**config.mk**
```make
export PLATFORM = sky130hd
export DESIGN_NAME = thdepq_ctrl
export DESIGN_NICKNAME = d
export VERILOG_FILES = /design/src/rtl/thdepq_pkg.sv /design/src/rtl/thdepq_ctrl.sv
export SDC_FILE = /design/constraint.sdc
export NUM_CORES = 1
export LEC_CHECK = 0
export BUFFER_PORTS_ARGS = -buffer_cell sky130_fd_sc_hd__buf_2
export CORE_ASPECT_RATIO = 1.25
export CORE_MARGIN = 2
export CORE_UTILIZATION = 46
export DETAILED_ROUTE_END_ITERATION = 7
export HOLD_SLACK_MARGIN = 0.05
export PLACE_DENSITY = 0.73
export SLEW_MARGIN = 20
export SYNTH_ARGS = -nofsm -noshare
export SYNTH_HDL_FRONTEND = slang
export SYNTH_SLANG_ARGS = --single-unit
export TNS_END_PERCENT = 100
```
**constraint.sdc**
```tcl
create_clock -name clk -period 1.5 [get_ports clk]
set_input_delay 0.075 -clock clk [delete_from_list [all_inputs] [get_ports clk]]
set_output_delay 0.075 -clock clk [all_outputs]
set_load 0.005 [all_outputs]
```
**src/rtl/thdepq_pkg.sv**
```systemverilog
// ----------------------------------------------------------------------------
// thdepq_pkg
// Shared constants and types for the twin heap double-ended priority queue.
// ----------------------------------------------------------------------------
package thdepq_pkg;

    localparam int DEFAULT_DEPTH     = 64;
    localparam int DEFAULT_KEY_WIDTH = 32;
    localparam int CAP_WIDTH         = 7;
    localparam int OP_WIDTH          = 2;
    localparam int STATUS_WIDTH      = 2;

    localparam logic [CAP_WIDTH-1:0] CAP_RESET = 7'd64;

    localparam logic [OP_WIDTH-1:0] OPC_INSERT     = 2'd0;
    localparam logic [OP_WIDTH-1:0] OPC_REMOVE_MIN = 2'd1;
    localparam logic [OP_WIDTH-1:0] OPC_REMOVE_MAX = 2'd2;

    localparam logic [STATUS_WIDTH-1:0] ST_OK    = 2'd0;
    localparam logic [STATUS_WIDTH-1:0] ST_FULL  = 2'd1;
    localparam logic [STATUS_WIDTH-1:0] ST_EMPTY = 2'd2;

    localparam logic HEAP_MIN = 1'b0;
    localparam logic HEAP_MAX = 1'b1;

    // One datapath action per controller state.
    typedef enum logic [3:0] {
        DP_IDLE,
        DP_ACCEPT,
        DP_UP_RD,
        DP_UP_CHK,
        DP_DN_RD,
        DP_DN_LEFT,
        DP_DN_RIGHT,
        DP_DN_CHK,
        DP_INS_MIN,
        DP_RM_ROOT,
        DP_RM_LAST,
        DP_RM_TWIN,
        DP_RM_TLOAD,
        DP_FINISH
    } dp_op_t;

    typedef struct packed {
        logic ins_ok;
        logic ins_full;
        logic rm_ok;
        logic rm_empty;
        logic has_parent;
        logic up_better;
        logic has_left;
        logic has_right;
        logic child_better;
        logic rm_more;
        logic twin_live;
    } dp_flags_t;

endpackage

```
**src/rtl/thdepq_ctrl.sv**
```systemverilog
// ----------------------------------------------------------------------------
// thdepq_ctrl
// Sequencer for insert, removal and the shared sift loop.
// ----------------------------------------------------------------------------
module thdepq_ctrl (
    input  logic                  clk,
    input  logic                  rst_n,
    input  logic                  start,
    input  thdepq_pkg::dp_flags_t flags,
    output logic                  busy,
    output thdepq_pkg::dp_op_t    op
);
    import thdepq_pkg::*;

    typedef enum logic [3:0] {
        S_IDLE,
        S_UP_RD,
        S_UP_CHK,
        S_DN_RD,
        S_DN_LEFT,
        S_DN_RIGHT,
        S_DN_CHK,
        S_INS_MIN,
        S_RM_ROOT,
        S_RM_LAST,
        S_RM_TWIN,
        S_RM_TLOAD,
        S_FINISH
    } state_t;

    state_t state_reg, state_next;
    state_t ret_reg, ret_next;

    always_comb
    begin
        state_next = state_reg;
        ret_next   = ret_reg;
        op         = DP_IDLE;
        unique case (state_reg)
            S_IDLE:
            begin
                if (start)
                begin
                    op = DP_ACCEPT;
                    if (flags.ins_ok)
                    begin
                        state_next = S_UP_RD;
                        ret_next   = S_INS_MIN;
                    end
                    else if (flags.rm_ok)
                        state_next = S_RM_ROOT;
                    else
                        state_next = S_FINISH;
                end
            end
            S_UP_RD:
            begin
                op = DP_UP_RD;
                state_next = flags.has_parent ? S_UP_CHK : S_DN_RD;
            end
            S_UP_CHK:
            begin
                // An entry that cannot rise any further is tried downwards.
                op = DP_UP_CHK;
                state_next = flags.up_better ? S_UP_RD : S_DN_RD;
            end
            S_DN_RD:
            begin
                op = DP_DN_RD;
                state_next = flags.has_left ? S_DN_LEFT : ret_reg;
            end
            S_DN_LEFT:
            begin
                op = DP_DN_LEFT;
                state_next = flags.has_right ? S_DN_RIGHT : S_DN_CHK;
            end
            S_DN_RIGHT:
            begin
                op = DP_DN_RIGHT;
                state_next = S_DN_CHK;
            end
            S_DN_CHK:
            begin
                op = DP_DN_CHK;
                state_next = flags.child_better ? S_DN_RD : ret_reg;
            end
            S_INS_MIN:
            begin
                op = DP_INS_MIN;
                state_next = S_UP_RD;
                ret_next   = S_FINISH;
            end
            S_RM_ROOT:
            begin
                op = DP_RM_ROOT;
                state_next = S_RM_LAST;
            end
            S_RM_LAST:
            begin
                op = DP_RM_LAST;
                if (flags.rm_more)
                begin
                    state_next = S_DN_RD;
                    ret_next   = S_RM_TWIN;
                end
                else
                    state_next = S_RM_TWIN;
            end
            S_RM_TWIN:
            begin
                op = DP_RM_TWIN;
                state_next = flags.twin_live ? S_RM_TLOAD : S_FINISH;
            end
            S_RM_TLOAD:
            begin
                op = DP_RM_TLOAD;
                state_next = S_UP_RD;
                ret_next   = S_FINISH;
            end
            S_FINISH:
            begin
                op = DP_FINISH;
                state_next = S_IDLE;
            end
            default:
                state_next = S_IDLE;
        endcase
    end

    always_ff @(posedge clk or negedge rst_n)
    begin
        if (!rst_n)
        begin
            state_reg <= S_IDLE;
            ret_reg   <= S_FINISH;
        end
        else
        begin
            state_reg <= state_next;
            ret_reg   <= ret_next;
        end
    end

    assign busy = (state_reg != S_IDLE);

endmodule
```
==> reports/results.tsv, run 1 <==
stage	metric	value	unit
yosys	netlist.top_cell.by_area	sky130_fd_sc_hd__dfrtp_1	
global_routing	groute.usage.overall	22.06	%
timing	finish_stage_setup_viols	1	
yosys	synth_edf_count	0	
timing	finalCritPeriodShare	101.0	%
power	leakagePower	0.4588	nW
critical_path	path_class	flop to flop	
floorplanning	fp.coreArea	1562	um^2
timing	final-max-slew-violation-count	0	
critical_path	crit_cells	6	
routing	antenna_left	0	
critical_path	critical_path.startpoint_type	flop	
critical_path	critical_path.max_fanout	5	
yosys	synth-async-reset-ratio	100.0	%
yosys	seq_area_frac_synth	26.82	%
job	max-cap-violations	0	
yosys	netlist_top_cells_area	sky130_fd_sc_hd__dfrtp_1, sky130_fd_sc_hd__dfstp_2, sky130_fd_sc_hd__nor2_1, sky130_fd_sc_hd__o21ai_0, sky130_fd_sc_hd__buf_6	
hold_path	holdCritPathClass	input port to flop	
timing	holdWs	0.1432	ns
cells_and_area	final_layout_size_suffix_gt1_share	45.60	%
clock_tree	clk_pin_slew_worst_paths	0.06	ns
timing	worstMarginPinSlew	0.3222	ns
clock_tree	clock-root-buffer	sky130_fd_sc_hd__clkbuf_4	
yosys	netlist_area	755.7	um^2
clock_tree	cts_inserted_buffers	3	
critical_path	cp_slowest_cell	sky130_fd_sc_hd__dfrtp_1	
floorplanning	chipWidth	40.26	um
floorplanning	core.rowCount	16	
timing	finalWorstPathRequiredPeriod	1.515	ns
timing	rsz_0062_raised_after_global_routing	yes	
floorplanning	die_height	49.32	um
routing	drt-total-wl	2.074	mm
critical_path	crit_family	compound AO/OA/AOI/OAI gates	
outcome	outcome	finished with violations	
critical_path	critPathArrivalTime	1.68	ns
floorplanning	design.die.area	1985	um^2
power	largest_voltage_drop_on_the_vdd_net	0.001144	V
timing	fmaxAchievable	660.2	MHz
critical_path	path_cells	buf_6, buf_12, nand2b_1, a2bb2oi_1, o32a_1, nor2_1	
timing	skew	0.008621	ns
clock_tree	cts_num_sinks	8	
hold_path	timing.hold.worst_path_depth	4	
clock_tree	tritoncts	built	
timing	finalHoldViolations	0	
floorplanning	start_util	48.40	%
routing	vias_per_cell	5.881	
global_routing	wire_length_of_the_first_global_routing_pass	3.111	mm
yosys	yosys.cell_types.count	41	
cells_and_area	final_nets	140	
yosys	synthDominantCellAreaShare	19.87	%
routing	drc_marker_count_from_the_first_detailed_route_iteration	24	
power	total_power	2.241	mW
critical_path	reg2reg_depth	6	
cells_and_area	antenna_cells	0	
timing	layout_setup_ws	-0.01469	ns
clock_tree	max-clock-path-buffers	2	
global_routing	largest_net_degree_at_the_start_of_global_routing	15	
critical_path	worstPathBufferInverterCount	2	
power	pwr_density_cell	2095	nW/um^2
routing	wire_per_inst	14.50	um
clock_tree	insertion_delay	0.25	ns
yosys	yosys_register_bits	8	
outcome	violations	setup timing	
cells_and_area	layout.core_utilization	68.51	%
global_routing	overflow	0	
yosys	ys_warn_count	0	
yosys	mean_post_synth_cell_area	8.305	um^2
yosys	number_of_nets_in_the_synthesized_netlist	105	
timing	slew-limit-headroom	78.25	%
global_routing	antenna_violations_before_repair	0	
yosys	yosys_most_used_dff	sky130_fd_sc_hd__dfrtp_1	
global_routing	number_of_global_route_vias_before_repair	748	
routing	routed-via-count	841	
critical_path	worst_ep_required_time	1.66	ns
placement	hpwl	1.520	mm
cells_and_area	syn2layout_area_growth	41.56	%
placement	gp_congestion	0.8168	
floorplanning	ios	19	
yosys	gate_count_of_the_mapped_netlist	91	
critical_path	critical_path.max_stage_delay	0.43	ns
placement	port-buffer-count	16	
routing	drt-pass1-iter-count	4	
critical_path	setup.worst_path.end_class	flop	
clock_tree	cts.htree.levels	1	
routing	post-route-drc-count	0	
[per-layer routing]
| metal | wire [um] | global-route usage (%) | vias up |
|---|---|---|---|
| li1 | - | - | 402 |
| met1 | 846 | 25.00 | 409 |
| met2 | 1122 | 40.05 | 28 |
| met3 | 90 | 1.370 | 2 |
| met4 | 14 | 7.778 | 0 |
| met5 | 0 | 0 | - |
[logic make-up after synthesis]
family / Yosys count / synth area share, %
AOI/OAI and AO/OA: 32 / 31.96
buffers and inverters: 11 / 9.767
DFF: 8 / 26.82
muxes: 3 / 4.635
and+or+nand+nor: 37 / 26.82
[report_power, final]
part	leakage (nW)	internal (mW)	switching, mW	total, mW
Combinational	0.355	0.840	0.744	1.58
Clock	0.0150	0.101	0.0654	0.167
Sequential	0.0890	0.342	0.148	0.490
[per-stage QoR]
stage,cell area [um^2],TNS (ns),cells,worst slack [ns]
global placement,893.4,0,130,0.01882
finish,1070,-0.01469,143,-0.01469
floorplan,755.7,0,91,0.1042
CTS,972.2,0,137,0.01786
detailed placement,893.4,-0.03030,130,-0.03030
global route,1070,-0.1726,143,-0.07349
[cells in the mapped netlist (all sizes together) (2+ instances only)]
| library cell | count |
|---|---|
| nor2 | 12 |
| nand2 | 8 |
| o21ai | 8 |
| buf | 7 |
| a21oi | 6 |
| dfrtp | 6 |
| nand2b | 4 |
| a21boi | 3 |
| and2b | 3 |
| inv | 3 |
| nor3 | 3 |
| nor4 | 3 |
| dfstp | 2 |
| mux2i | 2 |
| o311ai | 2 |
[layout by cell type, fill, tap and decap left out, drive strengths merged, types with 2 or more instances in the layout]
master and instances:
buf 37, nor2 12, nand2 8, o21ai 8, a21oi 6, dfrtp 6
nand2b 4, clkbuf 4, a21boi 3, inv 3, nor4 3, and2b 3
nor3 3, mux2i 2, dfstp 2, o311ai 2
[worst paths after layout]
path	startpoint	endpoint	slack, ns
worst min-delay path	flags[0]	state_reg[2]	0.14
worst max-delay path	state_reg[2]	state_reg[3]	-0.01
worst max register to register	state_reg[2]	state_reg[3]	-0.01
min in group asynchronous	rst_n	ret_reg[0]	0.19
max in group asynchronous	rst_n	ret_reg[3]	1.07
worst min register to register	ret_reg[3]	ret_reg[3]	0.48
[final cells by class]
type / count / area, um^2
fill: 130 / 491.7
tap: 18 / 22.52
sequential: 8 / 205.2
multi-input combinational: 72 / 533.0
timing repair buffer: 38 / 271.5
inverter: 3 / 11.26
clock buffer: 4 / 26.28
[worst min-delay path: stages]
cell and delay (ns):
sky130_fd_sc_hd__buf_2 0.10, sky130_fd_sc_hd__nor3b_2 0.05, sky130_fd_sc_hd__nand2_1 0.05, sky130_fd_sc_hd__a21oi_1 0.07
[what timing repair did]
action | 4_1_cts | 5_1_grt
hold buffers | 1 | 0
pin swaps | 0 | 3
endpoints found under the hold margin | 8 | 0
buffers inserted | 2 | 6
setup endpoints to repair | 5 | 5
resized for setup | 6 | 9
Note: power is estimated with default switching activity, not from simulation.
==> inputs of run 2 (changes only) <==
==> constraint.sdc (replaced) <==
create_clock -name clk -period 1.5 [get_ports clk]
set_input_delay 0.225 -clock clk [delete_from_list [all_inputs] [get_ports clk]]
set_output_delay 0.225 -clock clk [all_outputs]
set_load 0.005 [all_outputs]
==> run 2 against run 1 <==
  * The flow still finishes with violations (setup timing)
  * Routed wire length grew 9.5%
  * Cell count grew 5.6%
  * Global-route usage grew 1.9 points
  * Die area is the same
  * Via count grew 6.7%
  * Power grew 6.6%
  * Utilization grew 3.3 points
  * Worst setup slack lost 0.015 ns
  * Critical path type is now flop to output pin
  * Largest cell class unchanged
  * Largest power group unchanged
  * Highest routed layer unchanged
==> reports/results.tsv, run 2 (synthesis gave the netlist of run 1 again) <==
stage	metric	value	unit	change
timing	layout_setup_ws	-0.02967	ns	was -0.01469 ns
routing	drc_marker_count_from_the_first_detailed_route_iteration	28		was 24
clock_tree	cts_num_sinks	8		unchanged
outcome	violations	setup timing		unchanged
routing	antenna_left	0		unchanged
clock_tree	clock-root-buffer	sky130_fd_sc_hd__clkbuf_4		unchanged
job	max-cap-violations	0		unchanged
critical_path	critical_path.startpoint_type	flop		unchanged
timing	worstMarginPinSlew	0.3954	ns	was 0.3222 ns
global_routing	globalRouteMet1Util	25.07	%	was 25.00%
cells_and_area	final_layout_size_suffix_gt1_share	51.88	%	was 45.60%
clock_tree	clk_pin_slew_worst_paths	0.05	ns	was 0.06 ns
floorplanning	core.rowCount	16		unchanged
floorplanning	chipWidth	40.26	um	unchanged
placement	dpl_cell_area	908.4	um^2	was 893.4 um^2
floorplanning	ios	19		unchanged
routing	vias_per_cell	5.940		was 5.881
cells_and_area	seqCellArea	206.4	um^2	was 205.2 um^2
critical_path	timing.rr.start	state_reg[0]		was state_reg[2]
routing	routed-via-count	897		was 841
cells_and_area	layout_filler_cell_count	109		was 130
timing	finalWorstPathRequiredPeriod	1.530	ns	was 1.515 ns
critical_path	r2r_slack	-0.03	ns	was -0.01 ns
placement	gp_congestion	0.8134		was 0.8168
power	pwr_density_cell	2131	nW/um^2	was 2095 nW/um^2
timing	finalCritPeriodShare	102.0	%	was 101.0%
critical_path	worst_ep_required_time	1.27	ns	was 1.66 ns
critical_path	cp_slowest_cell	sky130_fd_sc_hd__dfrtp_2		was sky130_fd_sc_hd__dfrtp_1
global_routing	groute.usage.overall	23.91	%	was 22.06%
hold_path	holdCritPathClass	input port to flop		unchanged
power	largest_voltage_drop_on_the_vdd_net	0.001020	V	was 0.001144 V
timing	finish_stage_setup_viols	7		was 1
routing	drt-total-wl	2.271	mm	was 2.074 mm
cells_and_area	antenna_cells	0		unchanged
floorplanning	design.die.area	1985	um^2	unchanged
timing	rsz_0062_raised_after_global_routing	yes		unchanged
hold_path	min-delay-start	flags[0]		unchanged
global_routing	wire_length_of_the_first_global_routing_pass	3.353	mm	was 3.111 mm
timing	fmaxAchievable	653.7	MHz	was 660.2 MHz
global_routing	grtUsageMet3	3.653	%	was 1.370%
critical_path	rr_endpoint	state_reg[2]		was state_reg[3]
critical_path	reg2reg_depth	4		was 6
cells_and_area	mostFrequentLayoutCell	sky130_fd_sc_hd__buf_4		unchanged
global_routing	number_of_global_route_vias_before_repair	837		was 748
power	leakagePower	0.4916	nW	was 0.4588 nW
global_routing	globalRoute.busiestLayer	met2		unchanged
routing	post-route-drc-count	0		unchanged
floorplanning	die_height	49.32	um	unchanged
cells_and_area	design_area_final	1121	um^2	was 1070 um^2
timing	final-max-slew-violation-count	0		unchanged
outcome	outcome	finished with violations		unchanged
clock_tree	cts_inserted_buffers	3		unchanged
timing	slew-limit-headroom	73.31	%	was 78.25%
routing	drt-pass1-iter-count	4		unchanged
timing	skew	0.005815	ns	was 0.008621 ns
critical_path	critPathArrivalTime	1.30	ns	was 1.68 ns
routing	wire_per_inst	15.04	um	was 14.50 um
critical_path	critical_path.max_stage_delay	0.43	ns	about the same
critical_path	path_cells	buf_6, nor4_4, a311oi_2, buf_2		was buf_6, buf_12, nand2b_1, a2bb2oi_1, o32a_1, nor2_1
clock_tree	insertion_delay	0.24	ns	was 0.25 ns
critical_path	critical_path.max_fanout	5		unchanged
global_routing	globalRouteMet2Util	42.47	%	was 40.05%
cells_and_area	final_nets	148		was 140
timing	finalHoldViolations	0		unchanged
clock_tree	tritoncts	built		unchanged
hold_path	timing.hold.worst_path_depth	4		unchanged
critical_path	setup.worst_path.end_class	output pin		was flop
global_routing	largest_net_degree_at_the_start_of_global_routing	9		was 15
placement	port-buffer-count	16		unchanged
cells_and_area	layout.core_utilization	71.79	%	was 68.51%
critical_path	path_class	flop to output pin		was flop to flop
clock_tree	max-clock-path-buffers	2		unchanged
cells_and_area	multi_input_comb_area	538.0	um^2	was 533.0 um^2
placement	hpwl	1.485	mm	was 1.520 mm
cells_and_area	syn2layout_area_growth	48.34	%	was 41.56%
clock_tree	cts.htree.levels	1		unchanged
floorplanning	fp.coreArea	1562	um^2	unchanged
global_routing	antenna_violations_before_repair	0		unchanged
cells_and_area	most-common-layout-cells	sky130_fd_sc_hd__buf_4, sky130_fd_sc_hd__buf_2, sky130_fd_sc_hd__nor2_1		unchanged
hold_path	hold_end	state_reg[2]		unchanged
floorplanning	start_util	48.40	%	unchanged
global_routing	overflow	0		unchanged
## run 2: cell count changes in the layout (fill, tap and decap cells not counted), sizes merged
| cell | previous run | this run |
|---|---|---|
| buf | 37 | 45 |
## run 2: how the worst max path moves through the flow
stage          slack (ns)         start            to  cells past startpoint
3_5_place_dp        0.007  state_reg[3]  state_reg[0]                      4
3_3_place_gp         0.03  state_reg[1]  state_reg[0]                      5
5_1_grt             -0.15  state_reg[0]  state_reg[2]                      4
4_1_cts             -0.02  state_reg[3]    ret_reg[0]                      5
6_report            -0.03  state_reg[3]         op[0]                      4
2_1_floorplan        0.10  state_reg[0]    ret_reg[0]                      5
## run 2: through the flow
step	cells	setup TNS (ns)	hold slack, ns	power [mW]	worst slack [ns]
after floorplan	91	0	-0.07059	1.364	0.1042
after global placement	132	0	0.06882	1.749	0.03232
after detailed placement	132	0	0.06938	1.788	0.007127
after CTS	148	-0.06046	0.2840	2.187	-0.02212
after global routing	151	-0.9156	0.2958	2.578	-0.1495
final	151	-0.1239	0.3001	2.389	-0.02967
## run 2: final cells by class
class,count,area share [%]
clock buffers,4,2.344
well taps,18,2.009
inverters,3,1.004
repair buffers,46,28.24
multi-input cells,72,47.99
flip-flops and latches,8,18.42
## run 2: timing repair
action	CTS	global route
hold buffers	1	0
endpoints found under the hold margin	8	0
gates cloned	1	0
pin swaps	2	5
setup endpoints to repair	5	10
gates resized for setup	10	9
setup buffers	10	3
## run 2: metal layers
metal | up-vias | wire length, um
li1 | 423 | -
met1 | 430 | 854
met2 | 34 | 1221
met3 | 10 | 121
met4 | 0 | 74
met5 | - | 0
## run 2: report_power, final
part	internal, mW	switching (mW)
Clock	0.101	0.0639
Combinational	0.938	0.818
Sequential	0.344	0.124
## run 2: critical path, delay by kind of cell, from the launching register on
family,cells,cell delay (ns)
flip-flops,1,0.43
buffers and inverters,2,0.28
AND/OR/NAND/NOR,1,0.28
AO/OA/AOI/OAI,1,0.07
==> inputs of run 3 (changes only) <==
ABC_AREA = 1   (was default)
CORE_ASPECT_RATIO = default   (was 1.25)
CORE_UTILIZATION = 45   (was 46)
==> run 3 against run 2 <==
  * The run still ends with setup timing left
  * Global-route usage decreased by 0.20 points
  * Utilization decreased by 4.2 points
  * Highest routed layer unchanged
  * Critical endpoint unchanged
  * Via count fell by 1.8%
  * Register-to-register slack improved by 0.14 ns
  * Clock power decreased by 3%
==> reports/results.tsv, run 3 <==
stage	metric	value	unit	change
routing	post-route-drc-count	0		unchanged
global_routing	globalRoute.busiestLayer	met2		unchanged
power	total_power	2.019	mW	was 2.389 mW
global_routing	grtUsageMet3	4.255	%	was 3.653%
floorplanning	fp.coreArea	1471	um^2	was 1562 um^2
routing	vias_per_cell	5.275		was 5.940
yosys	netlist_top_cells_area	sky130_fd_sc_hd__dfrtp_1, sky130_fd_sc_hd__nand2_1, sky130_fd_sc_hd__nor2_1, sky130_fd_sc_hd__nand3_1, sky130_fd_sc_hd__inv_1		was sky130_fd_sc_hd__dfrtp_1, sky130_fd_sc_hd__dfstp_2, sky130_fd_sc_hd__nor2_1, sky130_fd_sc_hd__o21ai_0, sky130_fd_sc_hd__buf_6
yosys	synth_area_in_xor_xnor	0	%	unchanged
critical_path	worst_ep_required_time	1.27	ns	about the same
cells_and_area	most-common-layout-cells	sky130_fd_sc_hd__nand2_1, sky130_fd_sc_hd__nor2_1, sky130_fd_sc_hd__inv_1, sky130_fd_sc_hd__buf_2, sky130_fd_sc_hd__nand3_1		was sky130_fd_sc_hd__buf_4, sky130_fd_sc_hd__buf_2, sky130_fd_sc_hd__nor2_1
critical_path	path_class	flop to output pin		unchanged
timing	finalWorstPathRequiredPeriod	1.576	ns	was 1.530 ns
placement	placed_cells_incl_taps	154		was 132
timing	fmaxAchievable	634.4	MHz	was 653.7 MHz
clock_tree	insertion_delay	0.25	ns	was 0.24 ns
floorplanning	core.rowCount	14		was 16
yosys	ys_warn_count	0		unchanged
cells_and_area	layout.core_utilization	67.60	%	was 71.79%
yosys	netlist_area	688.2	um^2	was 755.7 um^2
clock_tree	max-clock-path-buffers	2		unchanged
floorplanning	design.die.area	1858	um^2	was 1985 um^2
yosys	yosys.cell_count.top_type	sky130_fd_sc_hd__nand2_1		was sky130_fd_sc_hd__nor2_1
yosys	synth_adder_area_share	0	%	unchanged
yosys	synthDominantCellAreaShare	21.82	%	was 19.87%
yosys	seq_area_frac_synth	29.45	%	was 26.82%
routing	wire_per_inst	11.99	um	was 15.04 um
critical_path	critPathArrivalTime	1.35	ns	was 1.30 ns
timing	finalHoldViolations	0		unchanged
timing	layout_setup_ws	-0.07636	ns	was -0.02967 ns
cells_and_area	syn2layout_area_growth	44.55	%	was 48.34%
clock_tree	cts_num_sinks	8		unchanged
global_routing	number_of_global_route_vias_before_repair	833		was 837
critical_path	crit_family	flip-flops		unchanged
critical_path	setup.worst_path.end_class	output pin		unchanged
yosys	synth.cells.most_frequent	sky130_fd_sc_hd__nand2_1, sky130_fd_sc_hd__nor2_1, sky130_fd_sc_hd__inv_1		was sky130_fd_sc_hd__nor2_1, sky130_fd_sc_hd__nand2_1, sky130_fd_sc_hd__o21ai_0
yosys	synth-compound-area-share	9.455	%	was 31.95%
clock_tree	clock-root-buffer	sky130_fd_sc_hd__clkbuf_4		unchanged
cells_and_area	final_nets	167		was 148
power	largest_voltage_drop_on_the_vdd_net	0.001001	V	was 0.001020 V
power	clock_power_share	7.9	%	was 6.9%
floorplanning	chipWidth	43.11	um	was 40.26 um
power	internal_power	1.062	mW	was 1.383 mW
global_routing	groute.usage.overall	23.71	%	was 23.91%
clock_tree	tritoncts	built		unchanged
yosys	synth_edf_count	0		unchanged
power	power.switching	956.7	uW	was 1.005 mW
timing	worstMarginPinSlew	0.2732	ns	was 0.3954 ns
outcome	violations	setup timing		unchanged
global_routing	wire_length_of_the_first_global_routing_pass	3.305	mm	was 3.353 mm
placement	dpl_cell_area	825.8	um^2	was 908.4 um^2
power	power.sequential.fraction	23.0	%	was 19.6%
critical_path	critical_path.max_stage_delay	0.44	ns	was 0.43 ns
yosys	synthSimpleGateAreaFrac	51.27	%	was 26.82%
clock_tree	cts.htree.levels	1		unchanged
cells_and_area	design_area_final	994.7	um^2	was 1121 um^2
yosys	netlist.top_cell.by_area	sky130_fd_sc_hd__dfrtp_1		unchanged
timing	finish_stage_setup_viols	3		was 7
yosys	synth_top_family_by_area	simple AND/OR/NAND/NOR gates		was compound AO/OA/AOI/OAI gates
placement	gp_congestion	0.8826		was 0.8134
cells_and_area	antenna_cells	0		unchanged
clock_tree	cts_inserted_buffers	3		unchanged
power	leakagePower	0.5735	nW	was 0.4916 nW
critical_path	critPathMostFrequentCell	sky130_fd_sc_hd__buf_4		
timing	finalCritPeriodShare	105.1	%	was 102.0%
hold_path	holdCritPathClass	input port to flop		unchanged
critical_path	path_cells	nor2_4, buf_4, buf_4, a21oi_1, nand3_1, buf_2		was buf_6, nor4_4, a311oi_2, buf_2
yosys	yosys_register_bits	8		unchanged
critical_path	worstPathBufferInverterCount	3		was 2
critical_path	critical_path.startpoint_type	flop		unchanged
timing	final-max-slew-violation-count	0		unchanged
global_routing	antenna_violations_before_repair	0		unchanged
timing	skew	0.007135	ns	was 0.005815 ns
power	power.switching_fraction	47.39	%	was 42.09%
critical_path	cp_slowest_cell	sky130_fd_sc_hd__dfrtp_2		unchanged
yosys	yosys_most_used_dff	sky130_fd_sc_hd__dfrtp_1		unchanged
global_routing	overflow	0		unchanged
outcome	outcome	finished with violations		unchanged
floorplanning	die_height	43.11	um	was 49.32 um
routing	drt-pass1-iter-count	4		unchanged
yosys	number_of_nets_in_the_synthesized_netlist	131		was 105
timing	rsz_0062_raised_after_global_routing	yes		unchanged
cells_and_area	mostFrequentLayoutCell	sky130_fd_sc_hd__nand2_1		was sky130_fd_sc_hd__buf_4
global_routing	globalRouteMet2Util	41.19	%	was 42.47%
cells_and_area	instances_no_fill	167		was 151
critical_path	critical_path.max_fanout	5		unchanged
routing	drt-total-wl	2.003	mm	was 2.271 mm
global_routing	globalRouteMet1Util	28.04	%	was 25.07%
routing	drc_marker_count_from_the_first_detailed_route_iteration	12		was 28
routing	routed-via-count	881		was 897
yosys	yosys.cell_types.count	18		was 41
yosys	mean_post_synth_cell_area	5.882	um^2	was 8.305 um^2
routing	antenna_left	0		unchanged
power	pwr-share-comb	69.1	%	was 73.5%
clock_tree	clk_pin_slew_worst_paths	0.05	ns	about the same
yosys	gate_count_of_the_mapped_netlist	117		was 91
placement	port-buffer-count	16		unchanged
cells_and_area	final_layout_size_suffix_gt1_share	36.42	%	was 51.88%
yosys	synth-async-reset-ratio	100.0	%	unchanged
timing	slew-limit-headroom	81.73	%	was 73.31%
job	max-cap-violations	0		unchanged
global_routing	largest_net_degree_at_the_start_of_global_routing	9		unchanged
placement	hpwl	1.490	mm	was 1.485 mm
power	pwr_density_cell	2029	nW/um^2	was 2131 nW/um^2
floorplanning	start_util	46.77	%	was 48.40%
yosys	yosys-mux-area-fraction	0	%	was 4.636%
floorplanning	ios	19		unchanged
-- run 3: cell count changes after synthesis, sizes merged, moves of 3 or more --
cell    previous run  this run
a21boi             3         0
nand2              8        36
buf                7         0
a21oi              6         2
nor2              12        24
and2b              3         0
inv                3        18
nor4               3         0
nand2b             4         0
nand3              1        16
-- run 3: power by group through the flow --
stage | logic, mW | registers (mW) | clock network, mW
after global placement | 0.995 | 0.446 | 0
after CTS | 1.20 | 0.454 | 0.169
after floorplan | 0.680 | 0.427 | 0
final | 1.39 | 0.464 | 0.160
after global routing | 1.57 | 0.476 | 0.180
after detailed placement | 1.02 | 0.448 | 0
-- run 3: per-stage QoR --
stage / hold slack [ns] / setup slack [ns] / TNS (ns)
finish: 0.2773 / -0.07636 / -0.1165
floorplan: -0.07059 / 0.2569 / 0
global placement: 0.07447 / 0.1094 / 0
CTS: 0.2732 / -0.03825 / -0.03825
global route: 0.2824 / -0.1763 / -0.4597
detailed placement: 0.07737 / 0.1139 / 0
-- run 3: metal layers --
metal / vias to the layer above / wire [um]
met5: - / 0
met4: 0 / 54
met3: 10 / 115
met2: 31 / 1043
met1: 394 / 789
li1: 446 / -
-- run 3: logic make-up (layout without fill, tap and decap cells) --
family                 Yosys count  count (layout)
flip-flops                       8               8
AND/OR/NAND/NOR                 80              80
buffers and inverters           18              52
AO/OA/AOI/OAI                   11              11
-- run 3: worst min-delay path: stages --
cell,delay [ns]
sky130_fd_sc_hd__buf_2,0.09
sky130_fd_sc_hd__nor2_1,0.07
sky130_fd_sc_hd__nor2_1,0.10
-- run 3: final timing paths --
kind,startpoint,end,slack [ns],cells after the start
max,state_reg[0],op[0],-0.08,6
min,start,state_reg[2],0.28,3
min reg2reg,ret_reg[3],ret_reg[3],0.46,2
min in group asynchronous,rst_n,ret_reg[1],0.34,2
max reg2reg,state_reg[2],ret_reg[0],0.11,8
max in group asynchronous,rst_n,ret_reg[2],0.92,2
-- run 3: area by class of cell --
class / instances / area, um^2
fill: 127 / 476.7
clock buffer: 3 / 22.52
multi-input combinational: 91 / 470.5
inverter: 18 / 67.56
sequential: 8 / 207.7
timing repair buffer: 31 / 206.4
tap: 16 / 20.02
-- run 3: timing repair --
action	4_1_cts	5_1_grt
hold buffers	1	0
hold endpoints to repair	8	0
endpoints found under the setup margin	1	6
buffers inserted	6	3
pin swaps	2	4
resized for setup	11	12
